[config.mk]
export PLATFORM = sky130hd
export DESIGN_NAME = mqtt_packet_deframer_core
export DESIGN_NICKNAME = d
export VERILOG_FILES = /design/src/rtl/core/mqttd_pkg.sv /design/src/rtl/core/mqtt_packet_deframer_core.sv /design/src/rtl/core/mqttd_fifo.sv /design/src/rtl/core/mqttd_front.sv /design/src/rtl/core/mqttd_back.sv
export SDC_FILE = /design/constraint.sdc
export NUM_CORES = 1
export LEC_CHECK = 0
export ABC_AREA = 1
export ABC_CLOCK_PERIOD_IN_PS = 7200
export BUFFER_PORTS_ARGS = -buffer_cell sky130_fd_sc_hd__buf_4
export CAP_MARGIN = 20
export CORE_UTILIZATION = 40
export CTS_CLUSTER_SIZE = 40
export DETAILED_ROUTE_END_ITERATION = 6
export PLACE_DENSITY = 0.69
export SYNTH_ARGS = -nofsm -noshare
export SYNTH_HDL_FRONTEND = slang
export SYNTH_HIERARCHICAL = 1
export SYNTH_SLANG_ARGS = --single-unit
[constraint.sdc]
create_clock -name i_clk -period 7.2 [get_ports i_clk]
set_input_delay 0.36 -clock i_clk [delete_from_list [all_inputs] [get_ports i_clk]]
set_output_delay 0.36 -clock i_clk [all_outputs]
set_load 0.02 [all_outputs]
[src/rtl/core/mqttd_pkg.sv]
// shared types and constants for the mqtt packet deframer
package mqttd_pkg;

    localparam int          LP_MAX_LEN_BYTES = 4;
    localparam int          LP_QUEUE_DEPTH   = 2;
    localparam logic [27:0] LP_CAP_RESET     = 28'd2048;
    localparam logic [3:0]  PKT_PUBLISH      = 4'h3;

    typedef enum logic [2:0] {
        PART_TYPE      = 3'd0,
        PART_LENGTH    = 3'd1,
        PART_TOPIC_LEN = 3'd2,
        PART_TOPIC     = 3'd3,
        PART_PAYLOAD   = 3'd4,
        PART_OTHER     = 3'd5,
        PART_MALFORMED = 3'd6,
        PART_HALTED    = 3'd7
    } t_part;

    typedef enum logic [1:0] {
        ERR_NONE     = 2'd0,
        ERR_CAPACITY = 2'd1,
        ERR_OVERRUN  = 2'd2
    } t_err;

    typedef enum logic [2:0] {
        PH_TYPE     = 3'd0,
        PH_LEN      = 3'd1,
        PH_TLEN_HI  = 3'd2,
        PH_TLEN_LO  = 3'd3,
        PH_TOPIC    = 3'd4,
        PH_PAYLOAD  = 3'd5,
        PH_OTHER    = 3'd6,
        PH_BAD      = 3'd7
    } t_phase;

    // classified byte handed from front to back
    typedef struct packed {
        logic [7:0] data;
        logic       cont;
        logic       is_publish;
    } t_cmd;

    typedef struct packed {
        logic [7:0]  data_byte;
        t_part       byte_part;
        logic [3:0]  packet_type;
        logic [3:0]  packet_flags;
        logic [27:0] body_length;
        logic [15:0] topic_length;
        logic        end_of_packet;
        t_err        error_code;
    } t_result;

endpackage

[src/rtl/core/mqtt_packet_deframer_core.sv]
// mqtt fixed-header deframer top level: config register, front end and back end
// a byte taken into the byte queue is classified by the state machine, written into the
// result queue and shown on the result ports from there; a full result queue holds it back
// throughput: one byte per cycle while the result queue has room, set by the back end state update
// reset: synchronous, active low; clears both queues and all packet state, and sets
// body_capacity to 2048; no clearing pass, the block takes bytes right after reset
module mqtt_packet_deframer_core
    import mqttd_pkg::*;
#(
    parameter int QUEUE_DEPTH = LP_QUEUE_DEPTH
) (
    input  logic        i_clk,
    input  logic        i_rst_n,
    input  logic        push,
    output logic        full,
    input  logic [7:0]  i_rx_byte,
    output logic        empty,
    input  logic        pop,
    output logic [7:0]  o_data_byte,
    output logic [2:0]  o_byte_part,
    output logic [3:0]  o_packet_type,
    output logic [3:0]  o_packet_flags,
    output logic [27:0] o_body_length,
    output logic [15:0] o_topic_length,
    output logic        o_end_of_packet,
    output logic [1:0]  o_error_code,
    input  logic        psel,
    input  logic        penable,
    input  logic        pwrite,
    input  logic [2:0]  paddr,
    input  logic [31:0] pwdata,
    output logic [31:0] prdata,
    output logic        pready
);
    localparam logic REG_BODY_CAPACITY = 1'b0;

    logic [27:0] r_capacity;
    t_cmd        cmd;
    logic        cmd_valid;
    logic        cmd_pop;
    t_result     res;

    assign pready = 1'b1;
    assign prdata = (paddr[2] == REG_BODY_CAPACITY) ? {4'h0, r_capacity} : '0;

    always_ff @(posedge i_clk) begin
        if (!i_rst_n) begin
            r_capacity <= LP_CAP_RESET;
        end else if (psel && penable && pwrite && pready
                     && (paddr[2] == REG_BODY_CAPACITY)) begin
            r_capacity <= pwdata[27:0];
        end
    end

    mqttd_front #(
        .QUEUE_DEPTH (QUEUE_DEPTH)
    ) u_front (
        .i_clk       (i_clk),
        .i_rst_n     (i_rst_n),
        .i_push      (push),
        .i_rx_byte   (i_rx_byte),
        .o_full      (full),
        .o_cmd       (cmd),
        .o_cmd_valid (cmd_valid),
        .i_cmd_pop   (cmd_pop)
    );

    mqttd_back #(
        .QUEUE_DEPTH (QUEUE_DEPTH)
    ) u_back (
        .i_clk       (i_clk),
        .i_rst_n     (i_rst_n),
        .i_cmd       (cmd),
        .i_cmd_valid (cmd_valid),
        .o_cmd_pop   (cmd_pop),
        .i_capacity  (r_capacity),
        .i_res_pop   (pop),
        .o_res       (res),
        .o_res_empty (empty)
    );

    assign o_data_byte     = res.data_byte;
    assign o_byte_part     = res.byte_part;
    assign o_packet_type   = res.packet_type;
    assign o_packet_flags  = res.packet_flags;
    assign o_body_length   = res.body_length;
    assign o_topic_length  = res.topic_length;
    assign o_end_of_packet = res.end_of_packet;
    assign o_error_code    = res.error_code;

`ifndef SYNTHESIS
    // once halted, every later item stays halted
    a_halt_sticks: assert property (@(posedge i_clk) disable iff (!i_rst_n)
        (pop && !empty && o_byte_part == PART_HALTED)
        |=> (empty || o_byte_part == PART_HALTED))
        else $error("halted item followed by a non-halted item");

    // a capacity error never closes a packet
    a_cap_no_eop: assert property (@(posedge i_clk) disable iff (!i_rst_n)
        (!empty && o_error_code == ERR_CAPACITY) |-> !o_end_of_packet)
        else $error("capacity error item marked as end of packet");

    // the type byte opens a packet cleanly
    a_type_clean: assert property (@(posedge i_clk) disable iff (!i_rst_n)
        (!empty && o_byte_part == PART_TYPE)
        |-> (!o_end_of_packet && o_error_code == ERR_NONE
             && o_body_length == '0 && o_topic_length == '0))
        else $error("type byte item carries stale packet state");
`endif

endmodule

[src/rtl/core/mqttd_fifo.sv]
// small register queue with push/full and pop/empty sides
module mqttd_fifo
    import mqttd_pkg::*;
#(
    parameter int WIDTH = 8,
    parameter int DEPTH = LP_QUEUE_DEPTH
) (
    input  logic             i_clk,
    input  logic             i_rst_n,
    input  logic             i_push,
    input  logic [WIDTH-1:0] i_data,
    output logic             o_full,
    input  logic             i_pop,
    output logic [WIDTH-1:0] o_data,
    output logic             o_empty
);
    localparam int AW = $clog2(DEPTH);
    localparam int CW = $clog2(DEPTH + 1);

    logic [WIDTH-1:0] r_mem [DEPTH];
    logic [AW-1:0]    r_wr_ptr, r_rd_ptr;
    logic [CW-1:0]    r_count;
    logic             wr_en, rd_en;

    assign o_full  = (r_count == CW'(DEPTH));
    assign o_empty = (r_count == '0);
    assign wr_en   = i_push && !o_full;
    assign rd_en   = i_pop && !o_empty;
    assign o_data  = r_mem[r_rd_ptr];

    always_ff @(posedge i_clk) begin
        if (wr_en) begin
            r_mem[r_wr_ptr] <= i_data;
        end
    end

    always_ff @(posedge i_clk) begin
        if (!i_rst_n) begin
            r_wr_ptr <= '0;
            r_rd_ptr <= '0;
            r_count  <= '0;
        end else begin
            if (wr_en) begin
                r_wr_ptr <= (r_wr_ptr == AW'(DEPTH - 1)) ? '0 : r_wr_ptr + AW'(1);
            end
            if (rd_en) begin
                r_rd_ptr <= (r_rd_ptr == AW'(DEPTH - 1)) ? '0 : r_rd_ptr + AW'(1);
            end
            if (wr_en && !rd_en) begin
                r_count <= r_count + CW'(1);
            end else if (rd_en && !wr_en) begin
                r_count <= r_count - CW'(1);
            end
        end
    end

endmodule

[src/rtl/core/mqttd_front.sv]
// front end: takes stream bytes, classifies them and queues them for the back end
module mqttd_front
    import mqttd_pkg::*;
#(
    parameter int QUEUE_DEPTH = LP_QUEUE_DEPTH
) (
    input  logic       i_clk,
    input  logic       i_rst_n,
    input  logic       i_push,
    input  logic [7:0] i_rx_byte,
    output logic       o_full,
    output t_cmd       o_cmd,
    output logic       o_cmd_valid,
    input  logic       i_cmd_pop
);
    t_cmd cmd_in;
    logic cmd_empty;

    always_comb begin
        cmd_in.data       = i_rx_byte;
        cmd_in.cont       = i_rx_byte[7];
        cmd_in.is_publish = (i_rx_byte[7:4] == PKT_PUBLISH);
    end

    mqttd_fifo #(
        .WIDTH ($bits(t_cmd)),
        .DEPTH (QUEUE_DEPTH)
    ) u_cmd_q (
        .i_clk   (i_clk),
        .i_rst_n (i_rst_n),
        .i_push  (i_push),
        .i_data  (cmd_in),
        .o_full  (o_full),
        .i_pop   (i_cmd_pop),
        .o_data  (o_cmd),
        .o_empty (cmd_empty)
    );

    assign o_cmd_valid = !cmd_empty;

endmodule

[src/rtl/core/mqttd_back.sv]
// back end: packet state machine and result queue
module mqttd_back
    import mqttd_pkg::*;
#(
    parameter int QUEUE_DEPTH = LP_QUEUE_DEPTH
) (
    input  logic        i_clk,
    input  logic        i_rst_n,
    input  t_cmd        i_cmd,
    input  logic        i_cmd_valid,
    output logic        o_cmd_pop,
    input  logic [27:0] i_capacity,
    input  logic        i_res_pop,
    output t_result     o_res,
    output logic        o_res_empty
);
    t_phase      r_phase, n_phase;
    logic [7:0]  r_header, n_header;
    logic        r_is_pub, n_is_pub;
    logic [27:0] r_len_acc, n_len_acc;
    logic [2:0]  r_len_cnt, n_len_cnt;
    logic [27:0] r_body_left, n_body_left;
    logic [15:0] r_topic_len, n_topic_len;
    logic [15:0] r_topic_left, n_topic_left;
    logic        r_halted, n_halted;

    t_result     res;
    logic        res_full;
    logic        fire;

    logic [4:0]  len_shift;
    logic [27:0] len_sum;
    logic [2:0]  cnt_inc;
    logic        len_done;
    logic        over_cap;
    logic [27:0] body_dec;
    logic        body_last;
    logic [15:0] tlen_full;
    logic        topic_over;
    logic [15:0] topic_dec;

    assign fire      = i_cmd_valid && !res_full;
    assign o_cmd_pop = fire;

    // shared datapath terms
    assign len_shift  = {3'b000, r_len_cnt[1:0]} * 5'd7;
    assign len_sum    = r_len_acc + (28'(i_cmd.data[6:0]) << len_shift);
    assign cnt_inc    = r_len_cnt + 3'd1;
    assign len_done   = !i_cmd.cont || (cnt_inc >= 3'(LP_MAX_LEN_BYTES));
    assign over_cap   = (len_sum > i_capacity);
    assign body_dec   = (r_body_left != '0) ? r_body_left - 28'd1 : r_body_left;
    assign body_last  = (body_dec == '0);
    assign tlen_full  = r_topic_len | {8'h00, i_cmd.data};
    assign topic_over = ({12'h000, tlen_full} > body_dec);
    assign topic_dec  = (r_topic_left != '0) ? r_topic_left - 16'd1 : r_topic_left;

    // next state
    always_comb begin
        n_phase = r_phase;
        if (fire && !r_halted) begin
            unique case (r_phase)
                PH_TYPE: n_phase = PH_LEN;
                PH_LEN: begin
                    if (len_done && !over_cap) begin
                        if (len_sum == '0) begin
                            n_phase = PH_TYPE;
                        end else if (r_is_pub) begin
                            n_phase = (len_sum < 28'd2) ? PH_BAD : PH_TLEN_HI;
                        end else begin
                            n_phase = PH_OTHER;
                        end
                    end
                end
                PH_TLEN_HI: n_phase = body_last ? PH_TYPE : PH_TLEN_LO;
                PH_TLEN_LO: begin
                    if (body_last) begin
                        n_phase = PH_TYPE;
                    end else if (topic_over) begin
                        n_phase = PH_BAD;
                    end else begin
                        n_phase = (tlen_full != '0) ? PH_TOPIC : PH_PAYLOAD;
                    end
                end
                PH_TOPIC: begin
                    if (body_last) begin
                        n_phase = PH_TYPE;
                    end else if (topic_dec == '0) begin
                        n_phase = PH_PAYLOAD;
                    end
                end
                PH_PAYLOAD: n_phase = body_last ? PH_TYPE : PH_PAYLOAD;
                PH_OTHER:   n_phase = body_last ? PH_TYPE : PH_OTHER;
                PH_BAD:     n_phase = body_last ? PH_TYPE : PH_BAD;
            endcase
        end
    end

    // datapath updates and result tag
    always_comb begin
        n_header     = r_header;
        n_is_pub     = r_is_pub;
        n_len_acc    = r_len_acc;
        n_len_cnt    = r_len_cnt;
        n_body_left  = r_body_left;
        n_topic_len  = r_topic_len;
        n_topic_left = r_topic_left;
        n_halted     = r_halted;
        res.byte_part     = PART_HALTED;
        res.error_code    = ERR_CAPACITY;
        res.end_of_packet = 1'b0;
        if (!r_halted) begin
            res.error_code = ERR_NONE;
            unique case (r_phase)
                PH_TYPE: begin
                    res.byte_part = PART_TYPE;
                    n_header      = i_cmd.data;
                    n_is_pub      = i_cmd.is_publish;
                    n_len_acc     = '0;
                    n_len_cnt     = '0;
                    n_body_left   = '0;
                    n_topic_len   = '0;
                    n_topic_left  = '0;
                end
                PH_LEN: begin
                    res.byte_part = PART_LENGTH;
                    n_len_acc     = len_sum;
                    n_len_cnt     = cnt_inc;
                    if (len_done) begin
                        if (over_cap) begin
                            res.error_code = ERR_CAPACITY;
                            n_halted       = 1'b1;
                        end else if (len_sum == '0) begin
                            res.end_of_packet = 1'b1;
                        end else begin
                            n_body_left = len_sum;
                        end
                    end
                end
                PH_TLEN_HI: begin
                    res.byte_part     = PART_TOPIC_LEN;
                    n_topic_len       = {i_cmd.data, 8'h00};
                    n_body_left       = body_dec;
                    res.end_of_packet = body_last;
                end
                PH_TLEN_LO: begin
                    res.byte_part     = PART_TOPIC_LEN;
                    n_topic_len       = tlen_full;
                    n_body_left       = body_dec;
                    res.end_of_packet = body_last;
                    if (topic_over) begin
                        res.error_code = ERR_OVERRUN;
                    end else if (!body_last) begin
                        n_topic_left = tlen_full;
                    end
                end
                PH_TOPIC: begin
                    res.byte_part     = PART_TOPIC;
                    n_topic_left      = topic_dec;
                    n_body_left       = body_dec;
                    res.end_of_packet = body_last;
                end
                PH_PAYLOAD: begin
                    res.byte_part     = PART_PAYLOAD;
                    n_body_left       = body_dec;
                    res.end_of_packet = body_last;
                end
                PH_OTHER: begin
                    res.byte_part     = PART_OTHER;
                    n_body_left       = body_dec;
                    res.end_of_packet = body_last;
                end
                PH_BAD: begin
                    res.byte_part     = PART_MALFORMED;
                    res.error_code    = ERR_OVERRUN;
                    n_body_left       = body_dec;
                    res.end_of_packet = body_last;
                end
            endcase
        end
        res.data_byte    = i_cmd.data;
        res.packet_type  = n_header[7:4];
        res.packet_flags = n_header[3:0];
        res.body_length  = n_len_acc;
        res.topic_length = n_topic_len;
    end

    always_ff @(posedge i_clk) begin
        if (!i_rst_n) begin
            r_phase      <= PH_TYPE;
            r_header     <= '0;
            r_is_pub     <= 1'b0;
            r_len_acc    <= '0;
            r_len_cnt    <= '0;
            r_body_left  <= '0;
            r_topic_len  <= '0;
            r_topic_left <= '0;
            r_halted     <= 1'b0;
        end else if (fire) begin
            r_phase      <= n_phase;
            r_header     <= n_header;
            r_is_pub     <= n_is_pub;
            r_len_acc    <= n_len_acc;
            r_len_cnt    <= n_len_cnt;
            r_body_left  <= n_body_left;
            r_topic_len  <= n_topic_len;
            r_topic_left <= n_topic_left;
            r_halted     <= n_halted;
        end
    end

    mqttd_fifo #(
        .WIDTH ($bits(t_result)),
        .DEPTH (QUEUE_DEPTH)
    ) u_res_q (
        .i_clk   (i_clk),
        .i_rst_n (i_rst_n),
        .i_push  (fire),
        .i_data  (res),
        .o_full  (res_full),
        .i_pop   (i_res_pop),
        .o_data  (o_res),
        .o_empty (o_res_empty)
    );

endmodule

==> qor.log <==
[status] result of the run completed
[setup_path] standard cell with the maximum stage delay on the critical path dfxtp_1
[sta] setup ws final 1.81 ns
[detailed_routing] number of routed nets with antenna violations 0
[placement] worst slack after detailed placement 1.87 ns
[synth] synthesized instance count 2410
[finish] final layout net count 2648
[placement] last weighted congestion value of the routability-driven placer 0.959
[detailed_routing] uppermost metal layer occupied by signal nets met4
[setup_path] crit path capture type flip-flop
[floorplanning] number of top-level design ports 151
[pwr] power per cell area 539 mW/mm^2
[sta] min cycle time layout 5.39 ns
[setup_path] crit path kind reg2reg
[setup_path] crit path DAT 5.86 ns
[cts] Worst-Skew Late Latency 0.56 ns
[sta] portion of the clock cycle consumed by the worst path in the final layout 74.8%
[placement] Post-DP Area 0.0197 sq mm
[global_route] via count of the first global-routing pass 15500
[sta] max-slew violations 0
[global_route] first-pass GRT wire length 84.5 mm
[synth] EDFF count, synth 152
[synth] Warnings, synthesis 6
[finish] area delta synth->final 14.9%
[hold_path] hold-critical path depth 3
[floorplanning] overall die width 215 um
[setup_path] path depth of the worst reg2reg path 34
[detailed_routing] sum of routed wire length over all layers 53.2 mm
[cts] Root Buffer Master clkbuf_16
[setup_path] largest fanout of any net on the critical path 28
[detailed_routing] met2 layer wire length in the routed design 23.1 mm
[setup_path] category of the worst setup path launch point flip-flop
[synth] sequential fraction of the synthesis area 40.7%
[job] number of max-cap violations 0
[detailed_routing] DR WL met3 4.36 mm
[floorplanning] initial core utilization 40.9%
[floorplanning] area of the die 0.0464 sq mm
[synth] Yosys reg bits 294
[detailed_routing] DR iter-0 viols 1572
[global_route] total track usage 22.8%
[finish] final instance area 0.0209 sq mm
[sta] worst clock skew on the final layout 0.0301 ns
[cts] H-Tree Level Count 2
[sta] setup repair after global routing missed its margin false
[synth] share of the synthesized area in the top cell type 25.1%
[sta] sum of negative setup slack 0 ns
[setup_path] capture instance of the worst register-to-register path u_back/r_body_left[7]
[sta] Final setup violation count 0
[cts] buffers from clock root to sink, at most 3
[synth] most frequently used flop master after synthesis edfxtp_1
[cts] Clock Sink Count 294
[sta] Worst Max-Slew Pin Slew 0.917 ns
[floorplanning] row count 77
[synth] average cell area after synthesis 7.55 sq um
[detailed_routing] routed vias/inst 5.27
[synth] number of library cell types mapped by synthesis 51
[cts] CTS clk-pin slew, worst paths 0.06 ns
[floorplanning] core area 0.0445 sq mm
[cts] CTS tree built
[detailed_routing] wl on met1 24.1 mm
[finish] Post-Layout Cell Count 3141
[synth] cell area after synthesis 0.0182 sq mm
[pwr] Total Power 11.3 mW
[synth] most common cell in the synthesized netlist nand2_1
[synth] fraction of registers with async set or reset after synthesis 0%
[cts] # Post-CTS Setup Buffers 0
[sta] Hold WS 0.0225 ns
[sta] final hold violations 0
[sta] Fmax 186 MHz
[floorplanning] height of the chip 215 um
[cts] Num CTS Buffers 34
[global_route] antenna violations before repair 0
[detailed_routing] count of TritonRoute iterations in the first routing pass 5
[finish] Diodes inserted 0
[cts] number of gates resized after cts 0
[synth] cells taking the most area after synthesis edfxtp_1 (25%), dfxtp_1 (16%), nand2_1 (9.6%)
[placement] DPL Wire Length 39.7 mm
[detailed_routing] routed length per placed instance 16.9 um
[placement] placed cell count 3070
[setup_path] setup slack, reg-to-reg 1.81 ns
[sta] Slew Limit Headroom 38.9%
[global_route] largest net degree at the start of global routing 95
[pwr] VDD IR-drop max 0.384 mV
[hold_path] type of the most critical hold path in2reg
[finish] Finished Core Util 47.0%
[detailed_routing] DRC violation count after routing 0
[hold_path] endpoint of the worst hold-timing path r_capacity[11]
[global_route] residual overflow from global routing 0
[pwr] Lkg Pwr 9.69 nW
[setup_path] crit-path most repeated cell nand2_1
[detailed_routing] via count 16500
[synth] most frequent cells after synthesis nand2_1 (464), inv_1 (421), nor2_1 (328), edfxtp_1 (152), dfxtp_1 (142)
[setup_path] worst path required time 7.67 ns
[setup_path] CP max stage delay 0.60 ns
[hold_path] hold path startpoint pwdata[11]
[finish] fraction of layout cells with a size suffix above 1 13.2%
[synth] largest area contributor in the netlist edfxtp_1
[placement] count of buffers from port buffering 139
-- cell families after synthesis --
group,after synthesis,share of synthesized area (%)
AO/OA/AOI/OAI,319,9.67
XOR/XNOR,23,1.11
adder cells (fa/ha/maj),75,5.20
buffers and inverters,519,11.4
flip-flops,294,40.7
multiplexers,76,5.53
other,2,0.0413
AND/OR/NAND/NOR,1102,26.3
-- layout by cell type (no fill, tap or decap), types with 18 or more instances in the layout --
cell type	instances
buf_4	156
inv_1	420
a21oi_1	101
dfxtp_1	141
xor2_1	18
clkbuf_16	34
o21ai_0	125
edfxtp_1	152
mux2_2	36
nand2_1	464
nand4_1	71
mux2_4	40
nor2_1	324
o22ai_1	48
nand3_1	130
nor3_1	54
ha_1	74
-- worst max-delay path by stage --
| stage | slack [ns] | end | cells past startpoint | from |
|---|---|---|---|---|
| final | 1.81 | u_back/r_body_left[7] | 34 | flip-flop |
| after global routing | 1.33 | u_back/r_body_left[14] | 32 | flip-flop |
| after CTS | 1.85 | u_back/u_res_q/r_mem[0][0] | 32 | flip-flop |
| after detailed placement | 1.87 | u_back/u_res_q/r_mem[1][0] | 32 | flip-flop |
| after global placement | 1.89 | u_back/r_body_left[7] | 34 | flip-flop |
| after floorplan | 2.83 | u_back/u_res_q/r_mem[0][0] | 6 | u_front/u_cmd_q/r_count[0] |
-- critical path: cells and delay by family (launching register included) --
family / cells / cell delay, ns
buffers and inverters: 4 / 0.46
adder cells (fa/ha/maj): 3 / 1.02
flip-flops: 1 / 0.60
XOR/XNOR: 1 / 0.24
AND/OR/NAND/NOR: 25 / 2.51
multiplexers: 1 / 0.45
-- area by class of cell --
cell class | count | area, sq um
Fill cell | 4372 | 23600
Timing Repair Buffer | 164 | 1270
Tap cell | 592 | 741
Sequential cell | 294 | 7410
Multi-Input combinational cell | 1600 | 8750
Inverter | 429 | 1610
Clock buffer | 38 | 876
Clock inverter | 24 | 268
-- registers in the layout, summed over array words and instances, names as in the netlist, named ones only --
register / flops
u_back/r_topic_left: 16
u_back/r_header: 8
u_back/u_res_q/r_wr_ptr: 1
u_front/u_cmd_q/r_wr_ptr: 1
r_capacity: 28
u_back/r_len_cnt: 3
u_back/u_res_q/r_count: 2
u_back/r_body_left: 28
u_back/r_phase: 3
u_back/r_halted: 1
u_back/r_topic_len: 16
u_back/u_res_q/r_mem: 132
u_back/u_res_q/r_rd_ptr: 1
u_front/u_cmd_q/r_mem: 20
u_front/u_cmd_q/r_rd_ptr: 1
u_back/r_len_acc: 28
u_back/r_is_pub: 1
u_front/u_cmd_q/r_count: 2
-- power by group --
group,switching (mW),internal (mW),total [mW]
Combinational,4.43,2.21,6.64
Sequential,0.343,2.51,2.85
Clock,0.742,1.04,1.78
Total,5.51,5.76,11.3
-- metal layers --
layer  up-vias  global-route usage, %
li1       8119                      -
met2       636                   35.1
met3       112                   4.20
met1      7671                   32.0
met4         0                   8.09
met5         -                      0
-- repair_timing --
| action | in CTS | in global routing |
|---|---|---|
| hold endpoints to repair | 14 | 0 |
| endpoints found under the setup margin | 0 | 0 |
| hold buffers | 7 | 0 |
No activity file was read; power rests on OpenSTA's default activity.
